===== src/rtl/ptc_pkg.sv =====
// Shared types, constants and helper functions of the sensor compensation pipeline.
package ptc_pkg;

    typedef struct packed {
        logic [19:0] raw_temperature;
        logic [19:0] raw_pressure;
        logic [15:0] raw_humidity;
    } sample_t;

    typedef struct packed {
        logic signed [15:0] temperature;
        logic [15:0]        pressure;
        logic               pressure_valid;
        logic [16:0]        humidity;
        logic               humidity_valid;
    } result_t;

    typedef struct packed {
        logic [47:0] temp;
        logic [63:0] press_low;
        logic [63:0] press_high;
        logic [15:0] press_nine;
        logic [63:0] humid;
        logic        humid_enable;
    } coeffs_t;

    // Flags that ride along the divider stages.
    typedef struct packed {
        logic zero;
        logic shift;
    } div_side_t;

    typedef enum logic [2:0] {
        REG_TEMP_COEFFS      = 3'd0,
        REG_PRESS_COEFFS_LOW = 3'd1,
        REG_PRESS_COEFFS_HI  = 3'd2,
        REG_PRESS_COEFF_NINE = 3'd3,
        REG_HUMID_COEFFS     = 3'd4,
        REG_HUMID_ENABLE     = 3'd5
    } reg_index_t;

    localparam int TEMP_LAT  = 4;
    localparam int PRE_LAT   = 7;
    localparam int DIV_LAT   = 32;
    localparam int POST_LAT  = 5;
    localparam int PRESS_LAT = PRE_LAT + DIV_LAT + POST_LAT;
    localparam int HUM_LAT   = 7;
    localparam int TOTAL_LAT = TEMP_LAT + PRESS_LAT;

    localparam logic [31:0] TF_PRESS_OFFSET = 32'd64000;
    localparam logic [31:0] PRESS_FULL      = 32'd1048576;
    localparam logic [31:0] PRESS_SCALE     = 32'd3125;
    localparam logic [31:0] PRESS_ROUND     = 32'd32768;
    localparam logic [31:0] TF_HUM_OFFSET   = 32'd76800;
    localparam logic [31:0] HUM_ROUND       = 32'd16384;
    localparam logic [31:0] HUM_B_OFFSET    = 32'd2097152;
    localparam logic [31:0] HUM_B_ROUND     = 32'd8192;
    localparam logic [31:0] HUM_LIMIT       = 32'd419430400;
    localparam logic [15:0] HUM_SENTINEL    = 16'h8000;
    localparam logic [31:0] RECIP_TEN       = 32'hCCCCCCCD;

    function automatic logic [31:0] asr(input logic [31:0] x, input int unsigned n);
        return 32'($signed(x) >>> n);
    endfunction

    function automatic logic [31:0] sx16(input logic [15:0] x);
        return {{16{x[15]}}, x};
    endfunction

    function automatic logic [31:0] sx12(input logic [11:0] x);
        return {{20{x[11]}}, x};
    endfunction

    function automatic logic [31:0] sx8(input logic [7:0] x);
        return {{24{x[7]}}, x};
    endfunction

endpackage


===== src/rtl/ptc_temp.sv =====
// Temperature pipeline: fine temperature and saturated temperature in four stages.
module ptc_temp
    import ptc_pkg::*;
(
    input  logic               clk,
    input  logic               rst_n,
    input  logic               in_valid,
    input  sample_t            in_sample,
    input  coeffs_t            coeffs,
    output logic               out_valid,
    output sample_t            out_sample,
    output logic [31:0]        out_tf,
    output logic signed [15:0] out_temp
);

    logic [TEMP_LAT-1:0] valid_reg;
    sample_t     smp_reg [TEMP_LAT];
    logic [31:0] m1_reg, dd_reg, v1_reg, m2_reg, tf_reg, tf2_reg;
    logic signed [15:0] temp_reg;

    logic [31:0] t1, t2, t3, adc, a, d, t;

    always_comb
    begin
        t1  = {16'd0, coeffs.temp[15:0]};
        t2  = sx16(coeffs.temp[31:16]);
        t3  = sx16(coeffs.temp[47:32]);
        adc = {12'd0, in_sample.raw_temperature};
        a   = (adc >> 3) - (t1 << 1);
        d   = (adc >> 4) - t1;
        t   = asr((tf_reg << 2) + tf_reg + 32'd128, 8);
    end

    always_ff @(posedge clk or negedge rst_n)
    begin
        if (!rst_n)
            valid_reg <= '0;
        else
            valid_reg <= {valid_reg[TEMP_LAT-2:0], in_valid};
    end

    always_ff @(posedge clk)
    begin
        smp_reg[0] <= in_sample;
        for (int i = 1; i < TEMP_LAT; i++)
            smp_reg[i] <= smp_reg[i-1];
        m1_reg  <= a * t2;
        dd_reg  <= d * d;
        v1_reg  <= asr(m1_reg, 11);
        m2_reg  <= asr(dd_reg, 12) * t3;
        tf_reg  <= v1_reg + asr(m2_reg, 14);
        tf2_reg <= tf_reg;
        if ($signed(t) < -32'sd32768)
            temp_reg <= -16'sd32768;
        else if ($signed(t) > 32'sd32767)
            temp_reg <= 16'sd32767;
        else
            temp_reg <= $signed(t[15:0]);
    end

    assign out_valid  = valid_reg[TEMP_LAT-1];
    assign out_sample = smp_reg[TEMP_LAT-1];
    assign out_tf     = tf2_reg;
    assign out_temp   = temp_reg;

endmodule


===== config.mk =====
export PLATFORM = sky130hd
export DESIGN_NAME = ptc_temp
export DESIGN_NICKNAME = d
export VERILOG_FILES = /design/src/rtl/ptc_pkg.sv /design/src/rtl/ptc_temp.sv
export SDC_FILE = /design/constraint.sdc
export NUM_CORES = 2
export LEC_CHECK = 0
export ABC_CLOCK_PERIOD_IN_PS = 13500
export BUFFER_PORTS_ARGS = -buffer_cell sky130_fd_sc_hd__buf_2
export CAP_MARGIN = 20
export CORE_MARGIN = 3
export CORE_UTILIZATION = 67
export CTS_BUF_LIST = sky130_fd_sc_hd__clkbuf_4
export DETAILED_ROUTE_END_ITERATION = 8
export GPL_TIMING_DRIVEN = 0
export PLACE_DENSITY = 0.89
export SLEW_MARGIN = 40
export SYNTH_ARGS = -nofsm -noshare
export SYNTH_HDL_FRONTEND = slang
export SYNTH_SLANG_ARGS = --single-unit
export TNS_END_PERCENT = 5

===== constraint.sdc =====
create_clock -name clk -period 13.5 [get_ports clk]
set_input_delay 2.025 -clock clk [delete_from_list [all_inputs] [get_ports clk]]
set_output_delay 2.025 -clock clk [all_outputs]
set_load 0.02 [all_outputs]

## After elaboration in Yosys (flattened, before gate mapping)

Memory sizes are Yosys's and may differ from the RTL's.
Index checks and enable logic that the tools add are counted.

- Register bits: 201
- Bits in latches: 0
- Bits in writable memories: 224
- Bits in read-only memories: 0
- Bits of input ports: 316
- Output and inout port bits: 105
- Word-level logic and storage cells: 20
- Memories kept: 1

- Add/sub/neg operators: 5
- Multiply operators: 3
- Div/mod/pow operators: 0
- Magnitude comparators: 2
- Eq/ne operators: 0
- Shifts and indexed selects: 0
- Mux-type cells: 1
- Bitwise gates (word level): 0
- Reduce and logical (&&, ||, !) cells: 0

Memory list:

| memory | words | width | rd ports | clocked after Yosys merged registers in | wr ports | line | RTL |
|---|---|---|---|---|---|---|---|
| smp_reg | 4 | 56 | 4 | 0 | 4 | ptc_temp.sv:17 | `sample_t smp_reg [TEMP_LAT];` |

Operators by type and width:

| operator | number |
|---|---|
| adder 32 bit | 1 |
| adder 32 x 8 -> 32 bit (second input constant) | 1 |
| multiplier 17 x 17 -> 32 bit | 1 |
| multiplier 18 x 16 -> 32 bit | 1 |
| multiplier 20 x 16 -> 32 bit | 1 |
| > comparator 24 x 16 -> 1 bit (second input constant) | 1 |
| < comparator 24 x 16 -> 1 bit (second input constant) | 1 |
| adder 21 x 18 -> 22 bit | 1 |
| subtractor 17 x 17 -> 18 bit | 1 |
| subtractor 16 x 16 -> 17 bit | 1 |
| two-way mux 16 bit | 1 |

## Depth between registers and ports, before layout

- Word-level depth: 4
- Mapped depth: 35
- Depth with buffers taken out: 34

## Worst setup path before layout

No wires, ideal clock.

- Path type: input port to flip-flop
- Start point: input in_sample[40] (netlist name)
- End point: register m1_reg[30]
- Arrival time: 9,394 ps
- Slack: 3,975 ps
- Stages on the path: 32
- Buffers on the path: 2
- Path through: inv_1 -> ha_1 -> fa_1 -> nor2b_1 -> o31a_1 -> o211ai_1 -> a21oi_1 -> o21ai_1 -> xor2_1 -> inv_1 -> clkbuf_1 -> clkbuf_1 -> nand2_1 -> fa_1 -> inv_1 -> fa_1 -> inv_1 -> fa_1 -> inv_1 -> fa_1 -> fa_1 -> fa_1 -> ha_1 -> a21o_1 -> a221oi_1 -> o21a_1 -> o31ai_1 -> a211o_1 -> a21oi_1 -> o211a_1 -> o31ai_1 -> xor2_1

- Cells in the longest elaborated chain, start to end: 2

Ends and longest elaborated chain:

| item | line | RTL |
|---|---|---|
| start, declared | ptc_temp.sv:8 | `input sample_t in_sample,` |
| subtractor 17 x 17 -> 18 bit | ptc_temp.sv:29 | `a = (adc >> 3) - (t1 << 1);` |
| multiplier 18 x 16 -> 32 bit | ptc_temp.sv:47 | `m1_reg <= a * t2;` |
| end signal, assigned | ptc_temp.sv:47 |  |
| end, declared | ptc_temp.sv:18 | `logic [31:0] m1_reg, dd_reg, v1_reg, m2_reg, tf_reg, tf2_reg;` |

No other way between the ends.
A chain may end at the register's enable or synchronous reset.

## Final worst setup path

- Start point: input in_sample[40] (netlist name)
- End point: register m1_reg[31]

Same word-level chain as after synthesis.

==> run_results.csv <==
group,metric,value,unit
timing,max_slew_margin,38.71,%
worst_setup_path,slowest_stage,"o31ai_1",
cts,cts_sinks,368,
timing,period_share,82.12,%
grt,grt_pass1_vias,31151,
drt,drt_iter0_drc,2090,
drt,drtAntennaViolNets,0,
yosys,synth_edf_count,0,
timing,setup_viol,0,
yosys,yosysUniqueCellTypes,75,
yosys,synth_area_leaders,"fa_1 42%, dfxtp_1 19%, ha_1 10%",
grt,grt_overflow_total,0,
floorplan,core,57810,sq um
cells_and_area,fin_nets,5675,
floorplan,die_w,248.1,microns
grt,grt.total_usage,34.42,%
cts,clk_pin_slew,80,ps
drt,wl_per_cell,20.09,microns
yosys,avgSynthCellArea,9.960,sq um
cts,ctsHtreeMaxLevel,3,
cells_and_area,final_util,73.37,%
worst_setup_path,cp-endpoint,"m1_reg[31]$_DFF_P_",
worst_setup_path,startpoint,"in_sample[40]",
worst_setup_path,r2r-end,"m2_reg[31]$_DFF_P_",
yosys,syn_inst,3944,
floorplan,die_y,248.1,microns
worst_setup_path,cp_num_cells,32,
worst_setup_path,critical_path.most_common_cell,"fa_1",
cts,clockRootBuffer,"clkbuf_4",
timing,final_hold_viol_count,0,
cts,cts_made_buffers,85,
yosys,yosys.area.top_type,"fa_1",
timing,period_needed,11090,ps
worst_setup_path,critical_path_arrival,11730,ps
yosys,syn-num-nets,5393,
yosys,netlist_area,39280,sq um
worst_setup_path,rr_startpoint,"dd_reg[23]$_DFF_P_",
worst_setup_path,cp_num_buf_inv,7,
yosys,synth_top_area_share,41.58,%
place,io_buffers,195,
place,dp_hpwl,81260,microns
timing,fin_setup_tns,0,ps
timing,worstMarginPinSlew,919.3,ps
grt,grt_start_max_net_pins,16,
timing,finClkSkew,82.27,ps
cts,post_cts_buffers,0,
floorplan,rows,88,
min_path,hp-class,"reg -> reg",
worst_setup_path,worstSetupPathType,"in -> reg",
worst_setup_path,crit_fanout,10,
yosys,ys_seq_elements,368,
worst_setup_path,required,14150,ps
yosys,synthArstFlopShare,1.087,%
place,place_inst,4904,
grt,antenna_found_initial,12,
cts,ctsResizeCount,0,
floorplan,die_area,61570,sq um
worst_setup_path,r2r_slack,6020,ps
yosys,synth_ff_type,"dfxtp_1",
worst_setup_path,max_stage_delay,800,ps
floorplan,start_util,67.96,%
drt,wl,101600,microns
worst_setup_path,reg2regPathDepth,23,
drt,via_per_inst,5.632,
yosys,yosysSeqAreaShare,18.80,%
drt,dr.pass1.iters,8,
place,gp_congestion,1.004,
floorplan,ios,421,
outcome,status,"finished, final reports clean",
cells_and_area,drive_gt1_share,8.656,%
cts,clockBufferDepth,3,
timing,drv_slew,0,
timing,rsz0062_at_grt,"false",
cts,cts_hold_buf,0,
cells_and_area,area_delta_synth_final,7.966,%
worst_setup_path,setup.worst_path.end_class,"flip-flop",
worst_setup_path,crit_family,"adder cells",
timing,max_clock_freq,0.09021,GHz
worst_setup_path,cp-start-kind,"input pin",
cells_and_area,largest_reg_flops,224,
flow_run,drv_cap,0,
drt,vias,28499,
grt,grt_pass1_wl,160700,microns
yosys,yosys_warnings,0,
cells_and_area,final_cells,5060,
drt,drcViolationCount,0,
cts,clk-insertion-delay-late,840,ps
cts,cts_tree,"built",
synthesized netlist by cell type, drive strengths merged (4+ instances only):
library cell / count
o2111ai: 5
buf: 15
dfrtp: 4
nor2b: 29
a31oi: 5
o31ai: 7
nand3: 16
o21a: 37
and2: 210
dfxtp: 364
a211o: 4
nand2: 461
fa: 816
or3: 6
a21o: 21
nand2b: 34
and3: 14
xor2: 37
o31a: 4
a211oi: 6
a21oi: 63
xnor2: 104
nor3: 28
nor2: 138
o211ai: 6
o21bai: 5
clkbuf: 119
inv: 964
o21ai: 44
or2: 4
ha: 317
nand4: 8
layout make-up:
type,count,area (sq um)
flip-flops and latches,368,7387
repair buffers,195,975.9
plain buffers,134,546.8
multi-input cells,2475,27770
well taps,765,957.2
diodes,9,22.52
clock inverters,21,177.7
clock buffers,126,945.9
fillers,3791,15390
inverters,967,3630
metrics by stage:
stage | setup slack, ps | hold WS (ps) | area [sq um]
5_1_grt | 2215 | 294.7 | 42400
2_1_floorplan | 3975 | 309.6 | 39280
3_3_place_gp | 1605 | 309.9 | 41220
4_1_cts | 2800 | 299.7 | 42390
6_report | 2414 | 290.5 | 42410
3_5_place_dp | 1975 | 312.1 | 41270
layer usage:
layer  global-route usage (%)  vias to the layer above  share of wire, %
met3                    9.279                      450                11
met2                    58.11                     1673                49
met4                    19.08                       10               6.3
met5                        0                        -             0.059
li1                         -                    12194                 -
met1                    40.09                    14172                34
placed cells by master, fill, tap and decap left out, drive strengths merged, types with 8 or more instances in the layout:
cell type and count:
inv 967, fa 816, nand2 461, dfxtp 364, ha 317, clkbuf 245, and2 210, buf 210
nor2 138, xnor2 104, a21oi 63, o21ai 44, o21a 37, xor2 37, nand2b 34, nor2b 29
nor3 28, a21o 21, clkinv 19, nand3 16, and3 14, diode 9, nand4 8
logic make-up after synthesis:
family | count (synthesis) | share of synthesized area, %
adders and majority gates | 1133 | 51.68
AOI/OAI and AO/OA | 241 | 4.195
buffers and inverters | 1101 | 10.63
muxes | 1 | 0.02548
xor gates and xnor gates | 143 | 3.297
DFF | 368 | 18.80
and+or+nand+nor | 957 | 11.37
worst min-delay path by stage:
stage	startpoint	to	slack (ps)	depth (start not counted)
2_1_floorplan	smp_reg[0][0]$_DFF_P_	smp_reg[1][0]$_DFF_P_	310	0
3_3_place_gp	m1_reg[18]$_DFF_P_	v1_reg[7]$_DFF_P_	310	0
3_5_place_dp	smp_reg[0][37]$_DFF_P_	smp_reg[1][37]$_DFF_P_	310	0
4_1_cts	smp_reg[2][12]$_DFF_P_	smp_reg[3][12]$_DFF_P_	300	0
5_1_grt	smp_reg[2][12]$_DFF_P_	smp_reg[3][12]$_DFF_P_	290	0
6_report	smp_reg[2][51]$_DFF_P_	smp_reg[3][51]$_DFF_P_	290	0
Power is not shown: default switching activity piles up to over one toggle a cycle in this logic, so the estimate is an artifact.
